`src/design/rtbp_pkg.sv`:
```
// Shared types and codes for the register-table burst packer.
// Holds entry kinds, record types, controller states and the command/status
// structs that join the controller to the datapath. No dependencies.
package rtbp_pkg;

    // Default data capacity of one burst, in bytes
    localparam int DEF_MAX_BURST_BYTES = 32;

    // Entry kinds carried on the input tuser
    localparam logic [2:0] KIND_WRITE32 = 3'd0;
    localparam logic [2:0] KIND_WRITE16 = 3'd1;
    localparam logic [2:0] KIND_WRITE8  = 3'd2;
    localparam logic [2:0] KIND_POLL16  = 3'd3;
    localparam logic [2:0] KIND_WAIT    = 3'd4;
    localparam logic [2:0] KIND_END     = 3'd5;

    // Record types carried on the output tuser
    localparam logic [2:0] REC_BYTE  = 3'd0;
    localparam logic [2:0] REC_POLL  = 3'd1;
    localparam logic [2:0] REC_WAIT  = 3'd2;
    localparam logic [2:0] REC_ERROR = 3'd3;
    localparam logic [2:0] REC_DONE  = 3'd4;

    // Width of the burst being gathered
    localparam logic [1:0] WID_NONE = 2'd0;
    localparam logic [1:0] WID_16   = 2'd1;
    localparam logic [1:0] WID_8    = 2'd2;

    // Index of the final byte of a 32-bit write message
    localparam logic [2:0] W32_LAST_BYTE = 3'd5;

    typedef enum logic [3:0] {
        ST_IDLE,
        ST_DECIDE,
        ST_FL_HI,
        ST_FL_LO,
        ST_FL_DATA,
        ST_WR_HI,
        ST_WR_LO,
        ST_W32,
        ST_EMIT
    } state_t;

    // What the output register loads in a cycle
    typedef enum logic [2:0] {
        EM_NONE,
        EM_ADDR_HI,
        EM_ADDR_LO,
        EM_BUF,
        EM_W32,
        EM_SINGLE
    } emit_sel_t;

    typedef struct packed {
        logic      latch_entry;
        logic      decide;
        logic      wr_hi;
        logic      wr_lo;
        logic      flush_clear;
        emit_sel_t emit_sel;
        logic      run_last;
    } dp_cmd_t;

    typedef struct packed {
        logic out_free;
        logic halted;
        logic is_write;
        logic is_w16;
        logic is_w32;
        logic need_pre;
        logic post_flush;
        logic cnt_zero;
        logic buf_last;
        logic w32_last;
    } dp_status_t;

endpackage

```
`src/design/rtbp_ctrl.sv`:
```
// Controller state machine of the burst packer.
// Sequences flushes, buffer writes and record emission; depends on rtbp_pkg.
module rtbp_ctrl
    import rtbp_pkg::*;
(
    input  logic       aclk,
    input  logic       aresetn,
    input  logic       s_tvalid,
    output logic       s_tready,
    input  dp_status_t status,
    output dp_cmd_t    cmd
);

    state_t state_reg, state_next;
    logic   flush_post_reg, flush_post_next;
    state_t act_state;
    state_t flush_done_state;

    // Pick the state that carries out the entry itself
    always_comb begin
        if (status.is_write) begin
            act_state = status.is_w16 ? ST_WR_HI : ST_WR_LO;
        end else begin
            act_state = status.is_w32 ? ST_W32 : ST_EMIT;
        end
        flush_done_state = flush_post_reg ? ST_IDLE : act_state;
    end

    // Next state
    always_comb begin
        state_next      = state_reg;
        flush_post_next = flush_post_reg;
        unique case (state_reg)
            ST_IDLE: begin
                if (s_tvalid) begin
                    state_next = ST_DECIDE;
                end
            end
            ST_DECIDE: begin
                if (status.halted) begin
                    state_next = ST_IDLE;
                end else if (status.need_pre) begin
                    state_next      = ST_FL_HI;
                    flush_post_next = 1'b0;
                end else begin
                    state_next = act_state;
                end
            end
            ST_FL_HI: begin
                if (status.out_free) begin
                    state_next = ST_FL_LO;
                end
            end
            ST_FL_LO: begin
                if (status.out_free) begin
                    state_next = status.cnt_zero ? flush_done_state : ST_FL_DATA;
                end
            end
            ST_FL_DATA: begin
                if (status.out_free && status.buf_last) begin
                    state_next = flush_done_state;
                end
            end
            ST_WR_HI: begin
                state_next = ST_WR_LO;
            end
            ST_WR_LO: begin
                if (status.post_flush) begin
                    state_next      = ST_FL_HI;
                    flush_post_next = 1'b1;
                end else begin
                    state_next = ST_IDLE;
                end
            end
            ST_W32: begin
                if (status.out_free && status.w32_last) begin
                    state_next = ST_IDLE;
                end
            end
            ST_EMIT: begin
                if (status.out_free) begin
                    state_next = ST_IDLE;
                end
            end
            default: begin
                state_next = ST_IDLE;
            end
        endcase
    end

    // Outputs: commands to the datapath
    always_comb begin
        cmd      = '0;
        cmd.emit_sel = EM_NONE;
        s_tready = 1'b0;
        unique case (state_reg)
            ST_IDLE: begin
                s_tready        = 1'b1;
                cmd.latch_entry = s_tvalid;
            end
            ST_DECIDE: begin
                cmd.decide = 1'b1;
            end
            ST_FL_HI: begin
                if (status.out_free) begin
                    cmd.emit_sel = EM_ADDR_HI;
                end
            end
            ST_FL_LO: begin
                if (status.out_free) begin
                    cmd.emit_sel = EM_ADDR_LO;
                    if (status.cnt_zero) begin
                        cmd.flush_clear = 1'b1;
                        cmd.run_last    = flush_post_reg ||
                                          (status.is_write && !status.post_flush);
                    end
                end
            end
            ST_FL_DATA: begin
                if (status.out_free) begin
                    cmd.emit_sel = EM_BUF;
                    if (status.buf_last) begin
                        cmd.flush_clear = 1'b1;
                        cmd.run_last    = flush_post_reg ||
                                          (status.is_write && !status.post_flush);
                    end
                end
            end
            ST_WR_HI: begin
                cmd.wr_hi = 1'b1;
            end
            ST_WR_LO: begin
                cmd.wr_lo = 1'b1;
            end
            ST_W32: begin
                if (status.out_free) begin
                    cmd.emit_sel = EM_W32;
                    cmd.run_last = status.w32_last;
                end
            end
            ST_EMIT: begin
                if (status.out_free) begin
                    cmd.emit_sel = EM_SINGLE;
                    cmd.run_last = 1'b1;
                end
            end
            default: begin
                cmd.emit_sel = EM_NONE;
            end
        endcase
    end

    // State registers
    always_ff @(posedge aclk) begin
        if (!aresetn) begin
            state_reg      <= ST_IDLE;
            flush_post_reg <= 1'b0;
        end else begin
            state_reg      <= state_next;
            flush_post_reg <= flush_post_next;
        end
    end

endmodule

```
`src/design/rtbp_dp.sv`:
```
// Datapath of the burst packer: entry latch, burst state, byte buffer and
// the output register. Driven by rtbp_ctrl; depends on rtbp_pkg.
module rtbp_dp
    import rtbp_pkg::*;
#(
    parameter int MAX_BURST_BYTES = DEF_MAX_BURST_BYTES
) (
    input  logic        aclk,
    input  logic        aresetn,
    input  dp_cmd_t     cmd,
    output dp_status_t  status,
    input  logic [2:0]  in_kind,
    input  logic [15:0] in_addr,
    input  logic [31:0] in_value,
    input  logic [15:0] in_mask,
    input  logic        out_ready,
    output logic        out_valid,
    output logic [2:0]  out_type,
    output logic [7:0]  out_byte,
    output logic        out_end,
    output logic [15:0] out_caddr,
    output logic [15:0] out_cval,
    output logic [15:0] out_cmask,
    output logic        out_last
);

    localparam int CNT_W = $clog2(MAX_BURST_BYTES + 1);
    localparam int IDX_W = $clog2(MAX_BURST_BYTES);
    localparam int SUM_W = CNT_W + 2;

    // Latched entry
    logic [2:0]  kind_reg;
    logic [15:0] addr_reg;
    logic [31:0] value_reg;
    logic [15:0] mask_reg;

    // Burst state
    logic [1:0]       pend_reg;
    logic [15:0]      start_reg;
    logic [15:0]      next_reg;
    logic [CNT_W-1:0] cnt_reg;
    logic             halted_reg;
    logic             post_reg;
    logic [CNT_W-1:0] idx_reg, idx_next;
    logic [2:0]       w32_reg;

    // Byte buffer
    logic [7:0]       buf_mem [MAX_BURST_BYTES];
    logic [7:0]       rd_data_reg;
    logic [IDX_W-1:0] rd_addr;
    logic [IDX_W-1:0] wr_addr;

    // Output register
    logic        valid_reg;
    logic [2:0]  type_reg;
    logic [7:0]  byte_reg;
    logic        end_reg;
    logic [15:0] caddr_reg;
    logic [15:0] cval_reg;
    logic [15:0] cmask_reg;
    logic        last_reg;

    logic             is_write, is_w16, is_bad;
    logic [1:0]       code;
    logic [SUM_W-1:0] step, base, fill, limit;
    logic             addr_top, post_comb, need_pre;
    logic [7:0]       w32_byte;

    // Classify the latched entry
    assign is_w16   = (kind_reg == KIND_WRITE16);
    assign is_write = is_w16 || (kind_reg == KIND_WRITE8);
    assign is_bad   = (kind_reg > KIND_END);
    assign code     = is_w16 ? WID_16 : WID_8;

    // Flush before the entry: anything but a contiguous write of the same width
    assign need_pre = (pend_reg != WID_NONE) &&
                      (!is_write || (pend_reg != code) || (addr_reg != next_reg));

    // Flush after the write: top of address space or no room for another value
    always_comb begin
        step      = is_w16 ? SUM_W'(2) : SUM_W'(1);
        base      = (need_pre || pend_reg == WID_NONE) ? '0 : SUM_W'(cnt_reg);
        fill      = base + step + step;
        limit     = SUM_W'(MAX_BURST_BYTES);
        addr_top  = is_w16 ? (addr_reg >= 16'hFFFE) : (addr_reg == 16'hFFFF);
        post_comb = addr_top || (fill > limit);
    end

    // Status back to the controller
    always_comb begin
        status.out_free   = !valid_reg || out_ready;
        status.halted     = halted_reg;
        status.is_write   = is_write;
        status.is_w16     = is_w16;
        status.is_w32     = (kind_reg == KIND_WRITE32);
        status.need_pre   = need_pre;
        status.post_flush = post_reg;
        status.cnt_zero   = (cnt_reg == '0);
        status.buf_last   = ((idx_reg + CNT_W'(1)) == cnt_reg);
        status.w32_last   = (w32_reg == W32_LAST_BYTE);
    end

    // Read index looks one step ahead so the registered read keeps pace
    always_comb begin
        idx_next = idx_reg;
        if (cmd.flush_clear) begin
            idx_next = '0;
        end else if (cmd.emit_sel == EM_BUF) begin
            idx_next = idx_reg + CNT_W'(1);
        end
        rd_addr = (idx_next < CNT_W'(MAX_BURST_BYTES)) ? idx_next[IDX_W-1:0] : '0;
        wr_addr = cnt_reg[IDX_W-1:0];
    end

    // Byte of a 32-bit write message
    always_comb begin
        case (w32_reg)
            3'd0:    w32_byte = addr_reg[15:8];
            3'd1:    w32_byte = addr_reg[7:0];
            3'd2:    w32_byte = value_reg[31:24];
            3'd3:    w32_byte = value_reg[23:16];
            3'd4:    w32_byte = value_reg[15:8];
            default: w32_byte = value_reg[7:0];
        endcase
    end

    // Buffer: one write and one registered read per cycle
    always_ff @(posedge aclk) begin
        if (cmd.wr_hi) begin
            buf_mem[wr_addr] <= value_reg[15:8];
        end else if (cmd.wr_lo) begin
            buf_mem[wr_addr] <= value_reg[7:0];
        end
        rd_data_reg <= buf_mem[rd_addr];
    end

    // Latch the entry and the post-flush decision
    always_ff @(posedge aclk) begin
        if (cmd.latch_entry) begin
            kind_reg  <= in_kind;
            addr_reg  <= in_addr;
            value_reg <= in_value;
            mask_reg  <= in_mask;
        end
        if (cmd.decide) begin
            post_reg <= post_comb;
        end
    end

    // Burst state: gather, advance, clear
    always_ff @(posedge aclk) begin
        if (!aresetn) begin
            pend_reg   <= WID_NONE;
            start_reg  <= '0;
            next_reg   <= '0;
            cnt_reg    <= '0;
            halted_reg <= 1'b0;
            idx_reg    <= '0;
            w32_reg    <= '0;
        end else begin
            idx_reg <= idx_next;
            if (cmd.flush_clear) begin
                pend_reg <= WID_NONE;
                cnt_reg  <= '0;
            end else if (cmd.wr_hi || cmd.wr_lo) begin
                cnt_reg <= cnt_reg + CNT_W'(1);
            end
            if (cmd.wr_lo) begin
                next_reg <= addr_reg + 16'(step);
                if (pend_reg == WID_NONE) begin
                    pend_reg  <= code;
                    start_reg <= addr_reg;
                end
            end
            if (cmd.latch_entry) begin
                w32_reg <= '0;
            end else if (cmd.emit_sel == EM_W32) begin
                w32_reg <= w32_reg + 3'd1;
            end
            if (cmd.emit_sel == EM_SINGLE && is_bad) begin
                halted_reg <= 1'b1;
            end
        end
    end

    // Output valid: set on load, drop once taken
    always_ff @(posedge aclk) begin
        if (!aresetn) begin
            valid_reg <= 1'b0;
        end else if (cmd.emit_sel != EM_NONE) begin
            valid_reg <= 1'b1;
        end else if (out_ready) begin
            valid_reg <= 1'b0;
        end
    end

    // Output word payload
    always_ff @(posedge aclk) begin
        if (cmd.emit_sel != EM_NONE) begin
            type_reg  <= REC_BYTE;
            byte_reg  <= '0;
            end_reg   <= 1'b0;
            caddr_reg <= '0;
            cval_reg  <= '0;
            cmask_reg <= '0;
            last_reg  <= cmd.run_last;
            case (cmd.emit_sel)
                EM_ADDR_HI: byte_reg <= start_reg[15:8];
                EM_ADDR_LO: begin
                    byte_reg <= start_reg[7:0];
                    end_reg  <= (cnt_reg == '0);
                end
                EM_BUF: begin
                    byte_reg <= rd_data_reg;
                    end_reg  <= ((idx_reg + CNT_W'(1)) == cnt_reg);
                end
                EM_W32: begin
                    byte_reg <= w32_byte;
                    end_reg  <= (w32_reg == W32_LAST_BYTE);
                end
                EM_SINGLE: begin
                    case (kind_reg)
                        KIND_POLL16: begin
                            type_reg  <= REC_POLL;
                            caddr_reg <= addr_reg;
                            cval_reg  <= value_reg[15:0];
                            cmask_reg <= mask_reg;
                        end
                        KIND_WAIT: begin
                            type_reg <= REC_WAIT;
                            cval_reg <= (value_reg[31:16] != '0) ? 16'hFFFF
                                                                 : value_reg[15:0];
                        end
                        KIND_END: type_reg <= REC_DONE;
                        default:  type_reg <= REC_ERROR;
                    endcase
                end
                default: type_reg <= REC_BYTE;
            endcase
        end
    end

    assign out_valid = valid_reg;
    assign out_type  = type_reg;
    assign out_byte  = byte_reg;
    assign out_end   = end_reg;
    assign out_caddr = caddr_reg;
    assign out_cval  = cval_reg;
    assign out_cmask = cmask_reg;
    assign out_last  = last_reg;

`ifndef SYNTHESIS
    a_cnt_bound: assert property (@(posedge aclk) disable iff (!aresetn)
        cnt_reg <= CNT_W'(MAX_BURST_BYTES))
        else $error("burst byte count beyond capacity");

    // The high byte of a fresh 16-bit burst lands in the cycle before the burst opens
    a_idle_empty: assert property (@(posedge aclk) disable iff (!aresetn)
        (pend_reg == WID_NONE && !cmd.wr_lo) |-> cnt_reg == '0)
        else $error("bytes held with no burst pending");

    a_halt_sticky: assert property (@(posedge aclk) disable iff (!aresetn)
        halted_reg |=> halted_reg)
        else $error("halt released without reset");

    a_load_free: assert property (@(posedge aclk) disable iff (!aresetn)
        cmd.emit_sel != EM_NONE |-> (!valid_reg || out_ready))
        else $error("output register overwritten before taken");
`endif

endmodule

```
`src/design/register_table_burst_packer.sv`:
```
// Top level of the register-table burst packer.
// Joins rtbp_ctrl and rtbp_dp and packs the stream words; depends on rtbp_pkg.
//
//   channel | dir | tdata (low bit up)                         | tuser        | tlast
//   s_      | in  | reg_addr, entry_value, poll_mask (64 bits)  | entry_kind   | -
//   m_      | out | message_byte, message_end, command_addr,    | record_type  | run_last
//           |     | command_value, command_mask, zero fill      |              |
//
// An entry is latched in ST_IDLE and decided in ST_DECIDE; a buffered write
// then passes through ST_WR_HI (16-bit only) and ST_WR_LO. A burst flush
// sends 2 + N records for N buffered bytes; records go out only while the
// output register is free or being taken. The pace is set by the single
// output register and the one-byte-per-cycle buffer port. Reset clears all
// control state; buffer contents are not cleared. A stalled m_ side holds the
// controller in place without loss; s_tready is high only between entries.
module register_table_burst_packer
    import rtbp_pkg::*;
#(
    parameter int MAX_BURST_BYTES = DEF_MAX_BURST_BYTES
) (
    input  logic        aclk,
    input  logic        aresetn,
    input  logic        s_tvalid,
    output logic        s_tready,
    input  logic [63:0] s_tdata,   // reg_addr[15:0], entry_value[47:16], poll_mask[63:48]
    input  logic [2:0]  s_tuser,   // entry_kind[2:0]
    output logic        m_tvalid,
    input  logic        m_tready,
    output logic [63:0] m_tdata,   // message_byte[7:0], message_end[8], command_addr[24:9],
                                   // command_value[40:25], command_mask[56:41], zero[63:57]
    output logic [2:0]  m_tuser,   // record_type[2:0]
    output logic        m_tlast    // run_last
);

    dp_cmd_t    cmd;
    dp_status_t status;

    logic [7:0]  out_byte;
    logic        out_end;
    logic [15:0] out_caddr;
    logic [15:0] out_cval;
    logic [15:0] out_cmask;

    rtbp_ctrl u_ctrl (
        .aclk     (aclk),
        .aresetn  (aresetn),
        .s_tvalid (s_tvalid),
        .s_tready (s_tready),
        .status   (status),
        .cmd      (cmd)
    );

    rtbp_dp #(
        .MAX_BURST_BYTES (MAX_BURST_BYTES)
    ) u_dp (
        .aclk      (aclk),
        .aresetn   (aresetn),
        .cmd       (cmd),
        .status    (status),
        .in_kind   (s_tuser),
        .in_addr   (s_tdata[15:0]),
        .in_value  (s_tdata[47:16]),
        .in_mask   (s_tdata[63:48]),
        .out_ready (m_tready),
        .out_valid (m_tvalid),
        .out_type  (m_tuser),
        .out_byte  (out_byte),
        .out_end   (out_end),
        .out_caddr (out_caddr),
        .out_cval  (out_cval),
        .out_cmask (out_cmask),
        .out_last  (m_tlast)
    );

    // Pack the result word
    assign m_tdata = {7'd0, out_cmask, out_cval, out_caddr, out_end, out_byte};

endmodule

```
`config.mk`:
```
export PLATFORM = sky130hd
export DESIGN_NAME = register_table_burst_packer
export DESIGN_NICKNAME = d
export VERILOG_FILES = /design/src/design/rtbp_pkg.sv /design/src/design/rtbp_ctrl.sv /design/src/design/rtbp_dp.sv /design/src/design/register_table_burst_packer.sv
export SDC_FILE = /design/constraint.sdc
export NUM_CORES = 1
export LEC_CHECK = 0
export BUFFER_PORTS_ARGS = -buffer_cell sky130_fd_sc_hd__buf_2
export CAP_MARGIN = 20
export CORE_ASPECT_RATIO = 0.9
export CORE_UTILIZATION = 55
export DETAILED_ROUTE_END_ITERATION = 12
export PLACE_DENSITY = 0.74
export SYNTH_ARGS = -nofsm -noshare
export SYNTH_HDL_FRONTEND = slang
export SYNTH_SLANG_ARGS = --single-unit
```
`constraint.sdc`:
```
create_clock -name aclk -period 4.8 [get_ports aclk]
set_clock_uncertainty 0.15 [all_clocks]
set_input_delay 0.72 -clock aclk [delete_from_list [all_inputs] [get_ports aclk]]
set_output_delay 0.72 -clock aclk [all_outputs]
set_load 0.01 [all_outputs]
```
==> results of run 1 <==
## synth_stat cells (all sizes together) (8+ instances only)
library cell	instances	area share (%)
a2111oi	55	2.5
nand2b	17	0.52
buf	45	1.4
dfxtp	64	6.3
clkbuf	82	1.5
edfxtp	385	57
a211oi	27	1.0
o22ai	8	0.25
mux2	8	0.44
o221ai	14	0.61
a222oi	16	0.79
and2	36	1.1
xor2	26	1.1
xnor2	22	0.95
nand3	54	1.4
nor2b	60	1.9
nand4	10	0.34
nor3	13	0.43
nor4	25	0.80
nor2	103	1.9
a22oi	16	0.59
a21oi	78	1.9
ha	14	0.86
a31oi	22	0.68
o21ai	40	0.99
inv	37	0.69
a311oi	24	1.0
o21a	21	0.78
mux2i	78	3.9
o22a	8	0.35
o2111ai	8	0.35
o211ai	24	0.89
nand2	77	1.4
## metrics by stage
step | cells | cell area [sq um]
2_1_floorplan | 1592 | 20300
3_3_place_gp | 2104 | 21200
3_5_place_dp | 2104 | 21200
4_1_cts | 2188 | 22600
5_1_grt | 2190 | 22700
6_report | 2190 | 22700
## power by group
| part | leakage, uW | internal (uW) | switching (uW) |
|---|---|---|---|
| Combinational | 0.00255 | 864 | 2100 |
| Sequential | 0.00405 | 5050 | 406 |
| Clock | 0.000673 | 1890 | 1470 |
## cell type report
class | count | area share [%]
Clock buffer | 65 | 5.58
Clock inverter | 19 | 0.580
Inverter | 38 | 0.629
Multi-Input combinational cell | 978 | 29.9
Sequential cell | 449 | 56.7
Tap cell | 476 | 2.63
Timing Repair Buffer | 165 | 4.03
## worst register-to-register path, cell delays in order (launching register included)
cell and delay (ns):
edfxtp_1 0.54, nor3b_1 0.77, o211ai_1 0.20, nor3_1 0.47, nand2_1 0.18, fa_1 0.55, nor3b_1 0.33, nor2_1 0.06
o311ai_0 0.39, o41ai_1 0.14
## routing by layer
layer / global-route usage (%) / vias to the layer above / wire length (um)
li1: - / 6312 / -
met1: 38.9 / 6970 / 21500
met2: 45.6 / 750 / 25400
met3: 6.22 / 113 / 5570
met4: 9.01 / 0 / 1570
met5: 0 / - / 0
## cells by family after synthesis
family          Yosys count  share of synthesized area (%)
buf+inv                 165                           3.65
fa+ha+maj                16                           1.06
mux                      86                           4.30
compound gates          391                           14.3
simple gates            430                           11.2
xor+xnor                 48                           2.08
other cells               1                         0.0185
flops                   449                           63.4
## placed cells by master, fill, tap and decap left out, types with 25 or more instances in the layout
cell type,count
nor2b_1,60
nand3_1,53
a2111oi_0,50
xor2_1,25
and2_1,35
nand2_1,77
o21ai_0,40
a211oi_1,27
dfxtp_1,62
inv_1,37
clkbuf_16,47
a21oi_1,78
buf_2,133
nor2_1,100
buf_4,31
edfxtp_1,385
mux2i_1,78
## worst paths after layout
| kind | start | slack, ns | to | cells after the start |
|---|---|---|---|---|
| min | s_tdata[26] | 0.18 | u_dp.value_reg[10] | 1 |
| max | u_dp.kind_reg[2] | 0.76 | u_dp.post_reg | 9 |
| min reg2reg | u_dp.start_reg[1] | 0.31 | u_dp.start_reg[1] | 2 |
| max reg2reg | u_dp.kind_reg[2] | 0.76 | u_dp.post_reg | 9 |
==> flow_summary.yaml, run 1 <==
drt:
  drt_wl_total_um: 54100
  drc: 0
  detail_route.first_pass.iterations: 8
  wire_per_inst_um: 24.7
  first_iter_violations: 1615
  antenna_left: 0
  vias: 14145
  via_per_inst: 6.46
critical_path:
  max_stage_delay_ns: 0.76
  crit_arrival_ns: 4.18
  crit_path_frequent_cell: "nor3b_1"
  worstPathCellList: "nor3b_1 -> o211ai_1 -> nor3_1 -> nand2_1 -> fa_1 -> nor3b_1 -> nor2_1 -> o311ai_0 -> o41ai_1"
  crit_type: "flop to flop"
  path_buf_inv: 0
  crit_path_start_kind: "flop"
  endpoint_kind: "flop"
  slowest_stage: "nor3b_1"
  worstPathRequired_ns: 4.94
  cp_top_family: "simple AND/OR/NAND/NOR gates"
  critical_path.max_fanout: 11
sta:
  setup_ws_ns: 0.760
  maxSlewViolCount: 0
  max_slew.worst_pin.slew_ns: 1.08
  relSlewSlack_pct: 27.2
  fmax_mhz: 248
  setup_viol: 0
  finalCritPeriodShare_pct: 84.2
  grt_setup_unrepaired: "no"
  finalHoldViolCount: 0
  setup_tns_ns: 0
  finalCriticalPeriod_ns: 4.04
  whs_ns: 0.183
cts:
  path_clk_slew_ns: 0.07
  clk_path_buf_depth: 3
  cts_made_buffers: 45
  cts_resized: 0
  cts_htree_levels: 2
  cts_hold_buf: 0
  post_cts_buffers: 0
  numClockSinks: 449
  clk_latency_ns: 0.56
  cts_tree: "done"
  cts.root.buffer_cell: "clkbuf_16"
synth:
  ys_seq_area_share_pct: 63.4
  synth.yosys.warnings: 0
  synth_edf_count: 385
  avgSynthCellArea_sq_um: 12.8
  yosys.cell_types.count: 81
  ys_async_sr_fraction_pct: 0
  syn_inst: 1586
  syn-cell-area_sq_mm: 0.0203
  yosys_most_used_dff: "edfxtp_1"
  ys_ff_latch: 449
global_route:
  grt_pass1_vias: 13429
  antenna_found_initial: 1
  grt_pass1_wl_um: 80600
  grt_max_degree: 66
  grt_usage_pct: 28.5
  overflow: 0
floorplanning:
  die_x_um: 204
  die_h_um: 184
  ios: 141
  initial_core_util_pct: 56.0
  core-area_sq_mm: 0.0362
  rows: 66
  fp.dieArea_sq_mm: 0.0376
placement:
  hpwlAfterDp_um: 34800
  gp_congestion: 0.905
  portBuffers: 133
  dp_slack_ns: 0.822
layout:
  num-fill-cells: 2703
  regArea_sq_mm: 0.0128
  antenna_cells: 0
  area_growth_syn_to_layout_pct: 11.9
  nNetsFinal: 1764
  multiInputGateArea_sq_mm: 0.00677
  largest_register_ffs: 256
  drive_gt1_share_pct: 15.5
  final_util_pct: 62.7
power:
  leakage_uw: 0.00728
  vdd_ir_drop_max_mv: 0.399
  power_density_mw_per_mm2: 520
  finalPower_uw: 11800
outcome:
  status: "complete, no violations"
job:
  cap_violations: 0
min_path:
  hp-class: "primary input to flop"
Power figures use the tool's default switching activity.
==> inputs of run 2 (changes only) <==
clock period = 4 ns   (was 4.8 ns; I/O delays follow)
==> run 2 against run 1 <==
  * Critical endpoint unchanged
  * Sequential cell count unchanged
  * Sequential power increased by 18%
  * Largest power group unchanged
  * Combinational power increased by 30%
==> flow_summary.yaml, run 2 (synthesis gave the netlist of run 1 again) <==
outcome:
  status: "complete, no violations"
cts:
  cts_hold_buf: 0
  cts_htree_levels: 2
  cts_tree: "done"
  numClockSinks: 449
  clk_path_buf_depth: 3
  cts.root.buffer_cell: "clkbuf_16"
  clk_latency_ns: 0.59
  cts_resized: 0
  cts_made_buffers: 46
  path_clk_slew_ns: 0.07
  post_cts_buffers: 0
critical_path:
  max_stage_delay_ns: 0.51
  crit_path_frequent_cell: "nor4_1"
  crit_path_start_kind: "flop"
  endpoint_kind: "flop"
  crit_arrival_ns: 3.88
  cp_top_family: "simple AND/OR/NAND/NOR gates"
  path_buf_inv: 1
  worstPathRequired_ns: 4.16
  worstPathCellList: "xor2_1 -> nor4_1 -> nand2_1 -> nor4_1 -> ha_1 -> inv_1 -> fa_1 -> nor3b_1 -> nand3b_1 -> a21oi_1 -> nor2_1 -> o311ai_0 -> o41ai_1"
  critical_path.max_fanout: 6
  crit_type: "flop to flop"
  slowest_stage: "edfxtp_1"
layout:
  final_util_pct: 63.8
  post_layout_nonfiller_instances: 2222
  final_cell_mix: "edfxtp_1, buf_2, nor2_1, a21oi_1, mux2i_1"
  drive_gt1_share_pct: 17.6
  largest_register_ffs: 256
  antenna_cells: 0
  nNetsFinal: 1795
  final_common_cell: "edfxtp_1"
  area_growth_syn_to_layout_pct: 13.9
power:
  vdd_ir_drop_max_mv: 0.453
  finalPower_uw: 14600
  leakage_uw: 0.00754
  power_density_mw_per_mm2: 634
placement:
  portBuffers: 133
  place_inst: 2135
  gp_congestion: 0.908
  hpwlAfterDp_um: 34600
job:
  cap_violations: 0
sta:
  maxSlewViolCount: 0
  relSlewSlack_pct: 33.3
  max_slew.worst_pin.slew_ns: 1.00
  finalCriticalPeriod_ns: 3.72
  setup_tns_ns: 0
  finalHoldViolCount: 0
  setup_viol: 0
  grt_setup_unrepaired: "no"
  finalCritPeriodShare_pct: 93.0
  whs_ns: 0.0431
  fmax_mhz: 269
global_route:
  grt_pass1_wl_um: 82300
  grt_usage_pct: 29.0
  grt_pass1_vias: 13988
  overflow: 0
  antenna_found_initial: 2
  grt_max_degree: 99
drt:
  wire_per_inst_um: 24.5
  via_per_inst: 6.51
  detail_route.first_pass.iterations: 9
  drc: 0
  vias: 14472
  drt_wl_total_um: 54500
  first_iter_violations: 1519
  antenna_left: 0
floorplanning:
  die_h_um: 184
  initial_core_util_pct: 56.0
  core-area_sq_mm: 0.0362
  fp.dieArea_sq_mm: 0.0376
  ios: 141
  die_x_um: 204
  rows: 66
min_path:
  hp-class: "primary input to flop"
[run 2: routing by layer]
layer | vias to the layer above | GRT usage [%] | wire length [um]
li1 | 6385 | - | -
met5 | - | 0 | 0
met1 | 7176 | 38.4 | 21600
met3 | 135 | 5.10 | 4760
met4 | 0 | 13.2 | 2250
met2 | 776 | 46.8 | 25900
[run 2: final timing paths]
| path | start | to | slack [ns] | cells past startpoint |
|---|---|---|---|---|
| worst min-delay path | s_tdata[59] | u_dp.mask_reg[11] | 0.04 | 1 |
| worst max register to register | u_dp.addr_reg[14] | u_dp.post_reg | 0.28 | 13 |
| worst min register to register | u_dp.start_reg[11] | u_dp.start_reg[11] | 0.31 | 2 |
| worst max-delay path | u_dp.addr_reg[14] | u_dp.post_reg | 0.28 | 13 |
[run 2: worst reg2reg max path: stages (launching register included)]
cell and delay, ns:
edfxtp_1 0.51, xor2_1 0.21, nor4_1 0.51, nand2_1 0.16
nor4_1 0.23, ha_1 0.22, inv_1 0.06, fa_1 0.47
nor3b_1 0.34, nand3b_1 0.13, a21oi_1 0.17, nor2_1 0.06
o311ai_0 0.11, o41ai_1 0.13
[run 2: layout make-up]
class	instances	area [sq um]
repair buffers	195	1180
well taps	476	596
flip-flops and latches	449	12800
clock buffers	66	1370
fillers	2692	13100
multi-input cells	978	6760
inverters	38	143
clock inverters	20	178
[run 2: report_power, final]
group | internal [uW] | leakage, uW | switching, uW
Clock | 2530 | 0.000773 | 1820
Combinational | 1150 | 0.00272 | 2710
Sequential | 6050 | 0.00405 | 371
[run 2: metrics by stage]
step	setup WS [ns]	instance area, sq um
2_1_floorplan	0.610	20300
3_3_place_gp	0.538	21500
3_5_place_dp	0.391	21500
4_1_cts	0.372	23100
5_1_grt	0.157	23100
6_report	0.278	23100
